$ cat src/rtl/bre_pkg.sv
// ----------------------------------------------------------------------------
// bre_pkg: shared types and constants of the BER REAL encoder
// Holds the queue entry format passed from the classifier to the serializer.
// ----------------------------------------------------------------------------
package bre_pkg;

    localparam int QDEPTH = 2;
    localparam int QPTR_W = (QDEPTH > 1) ? $clog2(QDEPTH) : 1;
    localparam int QCNT_W = $clog2(QDEPTH + 1);

    localparam logic [10:0] EXPF_ALL_ONES = 11'h7ff;
    localparam logic signed [11:0] EXP_BIAS = 12'sd1075;
    localparam logic signed [11:0] EXP_SUBN = -12'sd1074;

    localparam logic [7:0] BYTE_SPEC_POS = 8'h40;
    localparam logic [7:0] BYTE_SPEC_NEG = 8'h41;
    localparam logic [7:0] BYTE_HDR_BIN  = 8'h80;
    localparam logic [7:0] BYTE_HDR_SIGN = 8'h40;

    typedef enum logic [1:0] {
        KIND_ZERO,
        KIND_SPEC,
        KIND_NUM
    } t_kind;

    typedef struct packed {
        t_kind              kind;
        logic               neg;
        logic signed [11:0] ex;
        logic [52:0]        mant;
        logic [2:0]         mlen;
        logic               elen2;
        logic [3:0]         clen;
    } t_entry;

    typedef struct packed {
        logic full;
        logic empty;
    } t_qstat;

endpackage

$ cat src/rtl/bre_front.sv
// ----------------------------------------------------------------------------
// bre_front: input classifier
// Decodes the double, strips trailing zeros of the mantissa in two halves
// around one register, and sizes the exponent, mantissa and content.
// ----------------------------------------------------------------------------
module bre_front import bre_pkg::*; (
    input  logic        i_clk,
    input  logic        i_rst_n,
    input  logic        i_in_valid,
    output logic        o_in_stall,
    input  logic [63:0] i_value_bits,
    input  t_qstat      i_qstat,
    output logic        o_push,
    output t_entry      o_entry
);

    logic               r_valid;
    t_kind              r_kind;
    logic               r_neg;
    logic signed [11:0] r_ex;
    logic [52:0]        r_mant;

    logic [10:0]        expf;
    logic [51:0]        frac;
    t_kind              n_kind;
    logic               n_neg;
    logic signed [11:0] n_ex;
    logic [52:0]        n_mant;
    logic               accept;

    logic signed [11:0] ex_f;
    logic [52:0]        mant_f;
    logic [2:0]         mlen;
    logic               elen2;

    assign o_push     = r_valid && !i_qstat.full;
    assign o_in_stall = r_valid && i_qstat.full;
    assign accept     = i_in_valid && !o_in_stall;

    always_comb begin
        expf  = i_value_bits[62:52];
        frac  = i_value_bits[51:0];
        n_neg = i_value_bits[63];
        if (expf == EXPF_ALL_ONES) begin
            n_kind = KIND_SPEC;
            n_neg  = i_value_bits[63] && (frac == '0);
        end else if (expf == '0 && frac == '0) begin
            n_kind = KIND_ZERO;
        end else begin
            n_kind = KIND_NUM;
        end
        if (expf == '0) begin
            n_mant = {1'b0, frac};
            n_ex   = EXP_SUBN;
        end else begin
            n_mant = {1'b1, frac};
            n_ex   = $signed({1'b0, expf}) - EXP_BIAS;
        end
        if (n_mant != '0) begin
            if (n_mant[31:0] == '0) begin
                n_mant = n_mant >> 32;
                n_ex   = n_ex + 12'sd32;
            end
            if (n_mant[15:0] == '0) begin
                n_mant = n_mant >> 16;
                n_ex   = n_ex + 12'sd16;
            end
            if (n_mant[7:0] == '0) begin
                n_mant = n_mant >> 8;
                n_ex   = n_ex + 12'sd8;
            end
        end
    end

    always_ff @(posedge i_clk) begin
        if (!i_rst_n) begin
            r_valid <= 1'b0;
        end else if (accept) begin
            r_valid <= 1'b1;
        end else if (o_push) begin
            r_valid <= 1'b0;
        end
        if (accept) begin
            r_kind <= n_kind;
            r_neg  <= n_neg;
            r_ex   <= n_ex;
            r_mant <= n_mant;
        end
    end

    always_comb begin
        mant_f = r_mant;
        ex_f   = r_ex;
        if (mant_f != '0) begin
            if (mant_f[3:0] == '0) begin
                mant_f = mant_f >> 4;
                ex_f   = ex_f + 12'sd4;
            end
            if (mant_f[1:0] == '0) begin
                mant_f = mant_f >> 2;
                ex_f   = ex_f + 12'sd2;
            end
            if (mant_f[0] == 1'b0) begin
                mant_f = mant_f >> 1;
                ex_f   = ex_f + 12'sd1;
            end
        end
        mlen = 3'd7;
        for (int m = 6; m >= 1; m--) begin
            if ((mant_f >> (8 * m - 1)) == '0) begin
                mlen = 3'(m);
            end
        end
        elen2 = !(ex_f[11:7] == 5'b00000 || ex_f[11:7] == 5'b11111);

        o_entry.kind  = r_kind;
        o_entry.neg   = r_neg;
        o_entry.ex    = ex_f;
        o_entry.mant  = mant_f;
        o_entry.mlen  = mlen;
        o_entry.elen2 = elen2;
        case (r_kind)
            KIND_ZERO: o_entry.clen = 4'd0;
            KIND_SPEC: o_entry.clen = 4'd1;
            KIND_NUM:  o_entry.clen = 4'd2 + {3'b000, elen2} + {1'b0, mlen};
            default:   o_entry.clen = 4'd0;
        endcase
    end

endmodule

$ cat src/rtl/bre_queue.sv
// ----------------------------------------------------------------------------
// bre_queue: short entry queue
// Decouples the classifier from the byte serializer.
// ----------------------------------------------------------------------------
module bre_queue import bre_pkg::*; (
    input  logic   i_clk,
    input  logic   i_rst_n,
    input  logic   i_push,
    input  t_entry i_entry,
    input  logic   i_pop,
    output t_qstat o_qstat,
    output t_entry o_head
);

    t_entry             r_mem [QDEPTH];
    logic [QPTR_W-1:0]  r_wr_ptr;
    logic [QPTR_W-1:0]  r_rd_ptr;
    logic [QCNT_W-1:0]  r_count;

    assign o_qstat.full  = (r_count == QCNT_W'(QDEPTH));
    assign o_qstat.empty = (r_count == '0);
    assign o_head        = r_mem[r_rd_ptr];

    always_ff @(posedge i_clk) begin
        if (!i_rst_n) begin
            r_wr_ptr <= '0;
            r_rd_ptr <= '0;
            r_count  <= '0;
        end else begin
            if (i_push) begin
                r_wr_ptr <= (r_wr_ptr == QPTR_W'(QDEPTH - 1)) ? '0 : r_wr_ptr + 1'b1;
            end
            if (i_pop) begin
                r_rd_ptr <= (r_rd_ptr == QPTR_W'(QDEPTH - 1)) ? '0 : r_rd_ptr + 1'b1;
            end
            if (i_push && !i_pop) begin
                r_count <= r_count + 1'b1;
            end else if (i_pop && !i_push) begin
                r_count <= r_count - 1'b1;
            end
        end
        if (i_push) begin
            r_mem[r_wr_ptr] <= i_entry;
        end
    end

endmodule

$ cat src/rtl/bre_back.sv
// ----------------------------------------------------------------------------
// bre_back: byte serializer
// Walks the queue head one byte per unstalled cycle into a registered output.
// ----------------------------------------------------------------------------
module bre_back import bre_pkg::*; (
    input  logic       i_clk,
    input  logic       i_rst_n,
    input  t_qstat     i_qstat,
    input  t_entry     i_head,
    output logic       o_pop,
    output logic       o_out_valid,
    input  logic       i_out_stall,
    output logic [7:0] o_out_byte,
    output logic       o_last
);

    logic       r_valid;
    logic [7:0] r_byte;
    logic       r_last;
    logic [3:0] r_idx;

    logic        advance;
    logic        load;
    logic        n_last;
    logic [7:0]  n_byte;
    logic [15:0] ex16;
    logic [55:0] mant56;
    logic [2:0]  mbyte;
    logic [3:0]  mant_start;

    assign advance = !r_valid || !i_out_stall;
    assign load    = advance && !i_qstat.empty;
    assign n_last  = (r_idx == i_head.clen);
    assign o_pop   = load && n_last;

    always_comb begin
        ex16       = {{4{i_head.ex[11]}}, i_head.ex};
        mant56     = {3'b000, i_head.mant};
        mant_start = 4'd2 + {3'b000, i_head.elen2} + 4'd1;
        mbyte      = 3'(i_head.clen - r_idx);
        n_byte     = '0;
        if (r_idx == '0) begin
            n_byte = {4'h0, i_head.clen};
        end else if (i_head.kind == KIND_SPEC) begin
            n_byte = i_head.neg ? BYTE_SPEC_NEG : BYTE_SPEC_POS;
        end else if (r_idx == 4'd1) begin
            n_byte = BYTE_HDR_BIN | (i_head.neg ? BYTE_HDR_SIGN : 8'h00)
                   | {7'b0000000, i_head.elen2};
        end else if (r_idx < mant_start) begin
            if (i_head.elen2 && r_idx == 4'd2) begin
                n_byte = ex16[15:8];
            end else begin
                n_byte = ex16[7:0];
            end
        end else begin
            n_byte = 8'(mant56 >> {mbyte, 3'b000});
        end
    end

    always_ff @(posedge i_clk) begin
        if (!i_rst_n) begin
            r_valid <= 1'b0;
            r_idx   <= '0;
        end else if (advance) begin
            r_valid <= load;
            if (load) begin
                r_idx <= n_last ? '0 : r_idx + 1'b1;
            end
        end
        if (load) begin
            r_byte <= n_byte;
            r_last <= n_last;
        end
    end

    assign o_out_valid = r_valid;
    assign o_out_byte  = r_byte;
    assign o_last      = r_last;

endmodule

$ cat src/rtl/ber_real_encoder.sv
// ----------------------------------------------------------------------------
// ber_real_encoder: BER REAL binary encoder for IEEE-754 doubles
//
//   Channel  Direction  Handshake                 Payload
//   in       input      i_in_valid / o_in_stall   i_value_bits[63:0]
//   out      output     o_out_valid / i_out_stall o_out_byte[7:0], o_last
//
// Each value yields one to eleven bytes, one byte per cycle from the
// serializer while the receiver does not stall. The first byte passes
// the classifier register, the queue and the serializer register.
// The classifier and serializer meet at a two-entry queue and stall apart.
// Reset is synchronous, active low, and empties all stages.
// ----------------------------------------------------------------------------
module ber_real_encoder import bre_pkg::*; (
    input  logic        i_clk,
    input  logic        i_rst_n,
    input  logic        i_in_valid,
    output logic        o_in_stall,
    input  logic [63:0] i_value_bits,
    output logic        o_out_valid,
    input  logic        i_out_stall,
    output logic [7:0]  o_out_byte,
    output logic        o_last
);

    t_qstat qstat;
    t_entry push_entry;
    t_entry head_entry;
    logic   push;
    logic   pop;

    bre_front u_front (
        .i_clk        (i_clk),
        .i_rst_n      (i_rst_n),
        .i_in_valid   (i_in_valid),
        .o_in_stall   (o_in_stall),
        .i_value_bits (i_value_bits),
        .i_qstat      (qstat),
        .o_push       (push),
        .o_entry      (push_entry)
    );

    bre_queue u_queue (
        .i_clk   (i_clk),
        .i_rst_n (i_rst_n),
        .i_push  (push),
        .i_entry (push_entry),
        .i_pop   (pop),
        .o_qstat (qstat),
        .o_head  (head_entry)
    );

    bre_back u_back (
        .i_clk       (i_clk),
        .i_rst_n     (i_rst_n),
        .i_qstat     (qstat),
        .i_head      (head_entry),
        .o_pop       (pop),
        .o_out_valid (o_out_valid),
        .i_out_stall (i_out_stall),
        .o_out_byte  (o_out_byte),
        .o_last      (o_last)
    );

`ifndef SYNTHESIS
    a_push_not_full: assert property (@(posedge i_clk) disable iff (!i_rst_n)
        push |-> !qstat.full)
        else $error("queue written while full");

    a_pop_not_empty: assert property (@(posedge i_clk) disable iff (!i_rst_n)
        pop |-> !qstat.empty)
        else $error("queue read while empty");

    a_queue_flags: assert property (@(posedge i_clk) disable iff (!i_rst_n)
        !(qstat.full && qstat.empty))
        else $error("queue full and empty at once");

    a_pop_last: assert property (@(posedge i_clk) disable iff (!i_rst_n)
        pop |=> o_out_valid && o_last)
        else $error("entry retired without a final byte");
`endif

endmodule

$ cat config.mk
export PLATFORM = sky130hd
export DESIGN_NAME = ber_real_encoder
export DESIGN_NICKNAME = d
export VERILOG_FILES = /design/src/rtl/bre_pkg.sv /design/src/rtl/bre_front.sv /design/src/rtl/bre_queue.sv /design/src/rtl/bre_back.sv /design/src/rtl/ber_real_encoder.sv
export SDC_FILE = /design/constraint.sdc
export NUM_CORES = 1
export LEC_CHECK = 0
export ABC_CLOCK_PERIOD_IN_PS = 4900
export BUFFER_PORTS_ARGS = -buffer_cell sky130_fd_sc_hd__buf_2
export CORE_ASPECT_RATIO = 0.8
export CORE_MARGIN = 2
export CORE_UTILIZATION = 55
export CTS_BUF_LIST = sky130_fd_sc_hd__clkbuf_8
export DETAILED_ROUTE_END_ITERATION = 10
export GPL_TIMING_DRIVEN = 0
export PLACE_DENSITY = 0.73
export SETUP_SLACK_MARGIN = 0.2
export SLEW_MARGIN = 10
export SYNTH_ARGS = -nofsm -noshare
export SYNTH_HDL_FRONTEND = slang
export SYNTH_SLANG_ARGS = --single-unit
$ cat constraint.sdc
create_clock -name i_clk -period 4.9 [get_ports i_clk]
set_input_delay 0.735 -clock i_clk [delete_from_list [all_inputs] [get_ports i_clk]]
set_output_delay 0.735 -clock i_clk [all_outputs]
set_load 0.005 [all_outputs]
# --- Word-level counts from Yosys, hierarchy flattened ---
# Memory sizes are Yosys's and may differ from the RTL's. A register that Yosys moved wholly into a read port is not among the register bits.
# Cells that the tools add are included.
# Widths: inputs -> output; s select.
totals:
  regBits: 87
  latchBits: 0
  mem_bits_rw: 152
  romBits: 0
  inputBits: 68
  word_cells: 137
  memories: 1
classes:
  n_addsub: 17
  mul: 0
  div_mod_pow: 0
  magnitude_cmp: 1
  eq_ne: 9
  shifts: 1
  mux: 53
  n_bitwise: 1
  n_reduce_logical: 41
mem_list:
  columns: ["memory", "words", "word_bits", "rd", "rd_clocked_by_memory_dff", "write_ports", "line", "text"]
  rows:
  - ["u_queue.r_mem", 2, 76, 1, 1, 1, "bre_queue.sv:15", "t_entry r_mem [QDEPTH];"]
ops:
  columns: ["operator", "count"]
  rows:
  - ["$mux 53", 13]
  - ["$logic_not 53->1", 6]
  - ["$mux 12", 13]
  - ["$reduce_bool 53->1", 2]
  - ["$shr 53x6->8", 1]
  - ["$logic_not 52->1", 1]
  - ["$logic_not 32->1", 1]
  - ["$mux 8", 4]
  - ["$logic_not 16->1", 1]
  - ["$add 12x2->12 const B", 1]
  - ["$add 12x3->12 const B", 1]
  - ["$add 12x4->12 const B", 1]
  - ["$add 12x5->12 const B", 1]
  - ["$add 12x6->12 const B", 1]
  - ["$add 12x7->12 const B", 1]
  - ["$sub 11x11->12 const B", 1]
  - ["$eq 11x11->1 const B", 1]
  - ["$logic_not 11->1", 1]
  - ["$mux 1", 11]
  - ["$logic_and 1x1->1", 10]
  - ["$mux 2", 5]
  - ["$mux 3", 3]
  - ["$add 4x1->4 const B", 2]
  - ["$logic_not 1->1", 8]
  - ["other kinds (24)", 33]

# --- Depth between registers and ports, before layout ---
depth:
  depth_word: 17
  ltp_mapped: 19
  depth_no_buf: 17

# --- By module ---
# Synthesis repeated with hierarchy kept, for this count alone.
hier_totals:
  cells_unflattened: 1413
  area_unflattened_um2: 15407.3
by_module_without_submodules:
  columns: ["mod", "n_inst", "cells_each", "area_each_um2", "seq_area_each_um2"]
  rows:
  - ["bre_front", 1, 1005, 7978.9, 2062.0]
  - ["bre_queue", 1, 258, 5855.6, 4664.5]
  - ["bre_back", 1, 150, 1572.8, 370.4]

# --- Worst setup path before layout ---
# OpenSTA, ideal clock, no wires.
synth_path:
  path_kind: "reg-to-reg"
  start: "register u_front.r_mant[1]"
  end: "memory u_queue.r_mem[0][2] (netlist name), data pin"
  arrival_ns: 4.289
  required_time_ns: 4.643
  slack_ns: 0.355
  path_stages_with_launch: 20
  path_buffers: 2
  period_less_slack_ns: 4.545
  path_cell_list: "edfxtp_1 -> buf_6 -> or4_1 -> buf_6 -> xnor2_1 -> ha_1 -> o211ai_1 -> or2_2 -> or4_1 -> a31oi_1 -> and3b_1 -> nand4b_1 -> a21oi_2 -> xor2_2 -> mux2i_1 -> ha_1 -> inv_1 -> ha_1 -> xor2_1 -> nor2_1"
synth_lines:
  columns: ["item", "line", "text"]
  rows:
  - ["start: declaration", "bre_front.sv:21", "logic [52:0] r_mant;"]
  - ["start signal: assignment", "bre_front.sv:87", "r_mant <= n_mant;"]
  - ["end: declaration", "bre_queue.sv:15", null]

==> impl_metrics.py <==
metrics = {
    "status": {
        "status": "completed",
    },
    "timing": {
        "finalCriticalPeriod_ns": 4.60,
        "finalSetupViolCount": 0,
        "setup_tns_ns": 0,
        "hold_ws_ns": 0.434,
        "rsz0062_at_grt": "yes",
        "slew_headroom_pct": 31.6,
        "tightestPinTransition_ns": 1.03,
        "fin_ws_ns": 0.304,
        "finalMaxSlewViolations": 0,
        "hold_viol": 0,
        "timing.fmax_mhz": 218,
        "finalClockSkew_ns": 0.0319,
        "finalCritPeriodShare_pct": 93.8,
    },
    "drt": {
        "wl_per_cell_um": 22.6,
        "met1_length_um": 17700,
        "routed_wl_um": 39800,
        "drc_errors": 0,
        "drt_iter0_markers": 1019,
        "vias_per_cell": 6.31,
        "wl_met2_um": 18300,
        "vias": 11100,
        "highest_layer": "met4",
        "met3_length_um": 2820,
        "drt_first_pass_iters": 5,
        "drtAntennaViolNets": 0,
    },
    "pwr": {
        "combinationalPowerShare_pct": 22.4,
        "p_leak_nw": 5.81,
        "power_mw": 5.11,
        "powerDensity_mw_per_mm2": 319,
        "ir_drop_v": 0.000136,
        "p_seq_share_pct": 48.1,
        "p_sw_share_pct": 29.6,
        "pwr-share-clk_pct": 29.5,
        "p_int_mw": 3.60,
        "p_switching_mw": 1.51,
    },
    "grt": {
        "grt_util_all_layers_pct": 29.7,
        "grt_pass1_wl_um": 61200,
        "gr-total-overflow": 0,
        "grt_max_degree": 56,
        "antenna_found_initial": 0,
        "grt_pass1_vias": 10600,
    },
    "clocking": {
        "cts_max_path_buffers": 3,
        "cts_root_buf": "clkbuf_8",
        "clock_sinks": 234,
        "clk_pin_slew_ns": 0.06,
        "htreeDepth": 2,
        "cts_tree": "done",
        "clk_latency_ns": 0.55,
        "cts_buffers": 38,
    },
    "min_path": {
        "hp-class": "in2reg",
        "min_path_cells": 2,
        "hold-path-endpoint": "u_front.r_valid$_SDFFE_PN0P_",
        "hold_start": "i_in_valid",
    },
    "cells_and_area": {
        "final_util_pct": 63.7,
        "finish.instance_area_mm2": 0.0160,
        "areaGrowthSynthToFinish_pct": 14.4,
        "fin_cells": 1764,
        "nets": 1507,
        "drive_gt1_share_pct": 18.7,
        "diodes": 0,
    },
    "floorplanning": {
        "fp-row-count": 52,
        "pin_count": 79,
        "die_area_mm2": 0.0268,
        "die_x_um": 183,
        "initial_utilization_pct": 55.7,
        "coreArea_mm2": 0.0252,
        "die_h_um": 147,
    },
    "logic_synthesis": {
        "synthCells": 1273,
        "ys_types": 81,
        "synthFlopType": "edfxtp_1",
        "synth-edff-count": 223,
        "synth.avg_cell_area_um2": 11.0,
        "synthTopCellsByArea": "edfxtp_1 48%, mux2i_1 6.6%, mux4_2 5.1%",
        "ys_warn_count": 0,
        "synth-seq-area-share_pct": 49.3,
        "post-synth-top-area-fraction_pct": 47.7,
        "synth_area_mm2": 0.0140,
        "synthArstFlopShare_pct": 0,
        "syn_nets": 1363,
        "ys_seq_elements": 234,
        "synth_top_area_cell": "edfxtp_1",
    },
    "place": {
        "place_hpwl_um": 30100,
        "post_dp_cell_area_mm2": 0.0150,
        "post-place-ws_ns": -1.36,
        "globalplace.congestion": 1.01,
        "post-place-cells": 1679,
        "io_buffer_count": 77,
    },
    "setup_path": {
        "critPathKind": "reg2reg",
        "crit_fanout": 3,
        "cp.required_ns": 5.28,
        "worstSetupStartpointType": "flop",
        "cp-end-kind": "flop",
        "arrival_ns": 4.97,
        "rr_endpoint": "u_queue.r_mem[0][2]$_DFFE_PP_",
        "r2r_cells": 19,
        "reg2reg_from": "u_front.r_mant[0]$_DFFE_PP_",
        "r2r_slack_ns": 0.30,
    },
    "run": {
        "cap_violations": 0,
    },
}
[synthesized netlist by cell type, types with 8 or more instances]
cell type and n:
buf_1 10, and2_1 12, a211oi_1 19, a221oi_1 13
or4_1 15, clkbuf_1 52, nor3_1 15, nand2b_1 8
nor4_1 26, dfxtp_1 11, mux2_2 15, a31oi_1 26
nand2_1 156, nor2b_1 16, mux2i_1 92, nor2_1 95
nand3_1 35, inv_1 29, a21boi_0 12, edfxtp_1 223
nand4_1 14, o21ai_0 43, buf_2 8, ha_1 21
o211ai_1 26, xor2_1 27, xnor2_1 32, mux4_2 32
a21o_1 10, a21oi_1 53
[layer usage]
metal  GRT usage, %  vias up
li1               -     5175
met1           43.3     5358
met2           46.9      519
met3           3.35       71
met4           9.68        0
met5              0        -
[critical path, stage by stage, from the launching register on]
cell      delay, ns
edfxtp_1       0.39
buf_6          0.14
or4_4          0.52
buf_6          0.15
xnor2_4        0.18
ha_4           0.17
o211ai_1       0.14
or2_4          0.31
or4_4          0.43
a31oi_4        0.19
and3b_2        0.21
nand4b_1       0.11
a21oi_2        0.20
xor2_2         0.26
mux2i_4        0.31
ha_2           0.22
inv_2          0.05
ha_4           0.15
xor2_1         0.13
nor2_1         0.18
[power groups by stage]
| stage | Combinational, mW | Sequential (mW) | Clock [mW] |
|---|---|---|---|
| 2_1_floorplan | 0.710 | 2.48 | 0 |
| 3_3_place_gp | 1.03 | 2.51 | 0 |
| 3_5_place_dp | 1.07 | 2.50 | 0 |
| 4_1_cts | 1.10 | 2.46 | 1.54 |
| 5_1_grt | 1.24 | 2.47 | 1.62 |
| 6_report | 1.14 | 2.46 | 1.51 |
[logic make-up after synthesis]
group | Yosys count | synth area share (%)
compound gates | 278 | 13.5
xor+xnor | 60 | 3.80
fa+ha+maj | 22 | 2.02
buf+inv | 103 | 2.99
flops | 234 | 49.3
mux | 139 | 12.9
simple gates | 437 | 15.4
[cell type report]
class,count,area [µm²]
fill,2043,9140
inverter,29,109
clock inverter,25,144
timing repair buffer,104,666
clock buffer,38,523
tap,324,405
multi-input combinational,936,6940
buffer,74,339
sequential,234,6920
[worst max path at each step]
stage,depth (start not counted),startpoint,to,slack (ns)
final,19,u_front.r_mant[0]$_DFFE_PP_,u_queue.r_mem[0][2]$_DFFE_PP_,0.30
after detailed placement,14,flop,u_queue.r_count[1]$_SDFFE_PN0P_,-1.36
after global routing,19,u_front.r_mant[0]$_DFFE_PP_,u_queue.r_mem[0][2]$_DFFE_PP_,0.11
after global placement,14,flop,u_queue.r_count[1]$_SDFFE_PN0P_,-1.25
after floorplan,19,u_front.r_mant[1]$_DFFE_PP_,u_queue.r_mem[0][2]$_DFFE_PP_,0.35
after CTS,18,u_front.r_mant[2]$_DFFE_PP_,u_queue.r_mem[0][2]$_DFFE_PP_,0.20
[registers in the layout (all words and copies together), names as in the netlist, named ones only]
register            cells
u_front.r_kind          2
u_queue.r_mem         146
u_front.r_ex           12
u_front.r_neg           1
u_queue.r_rd_ptr        1
u_queue.r_wr_ptr        1
u_queue.r_count         2
u_back.o_out_valid      1
u_back.o_out_byte       8
u_back.o_last           1
u_front.r_valid         1
u_back.r_idx            4
u_front.r_mant         53
[layout by cell type (no fill, tap or decap), drive strengths merged, types with 6 or more instances in the layout]
master | Yosys | layout
edfxtp | 223 | 223
nand2 | 156 | 156
buf | 22 | 125
nor2 | 98 | 98
mux2i | 92 | 92
clkbuf | 52 | 91
a21oi | 54 | 54
o21ai | 47 | 47
inv | 29 | 43
nand3 | 35 | 35
mux4 | 32 | 32
xnor2 | 32 | 32
xor2 | 28 | 28
nor4 | 28 | 28
o211ai | 26 | 26
a31oi | 26 | 26
ha | 21 | 21
a211oi | 19 | 19
nor2b | 16 | 16
nor3 | 16 | 16
mux2 | 15 | 15
or4 | 15 | 15
nand4 | 14 | 14
a21boi | 14 | 14
a221oi | 13 | 13
and2 | 12 | 12
dfxtp | 11 | 11
a21o | 10 | 10
clkinv | 0 | 10
nand2b | 8 | 8
o21a | 6 | 6
a22oi | 6 | 6
nand4b | 6 | 6
o221ai | 6 | 6
or2 | 6 | 6
[what timing repair did]
action                                  CTS  global route
buffers inserted                         16             6
pin swaps                                 8            14
resized for setup                        28            31
endpoints found under the setup margin   25            17
hold buffers                              0             0
(Power assumes the default switching activity.)
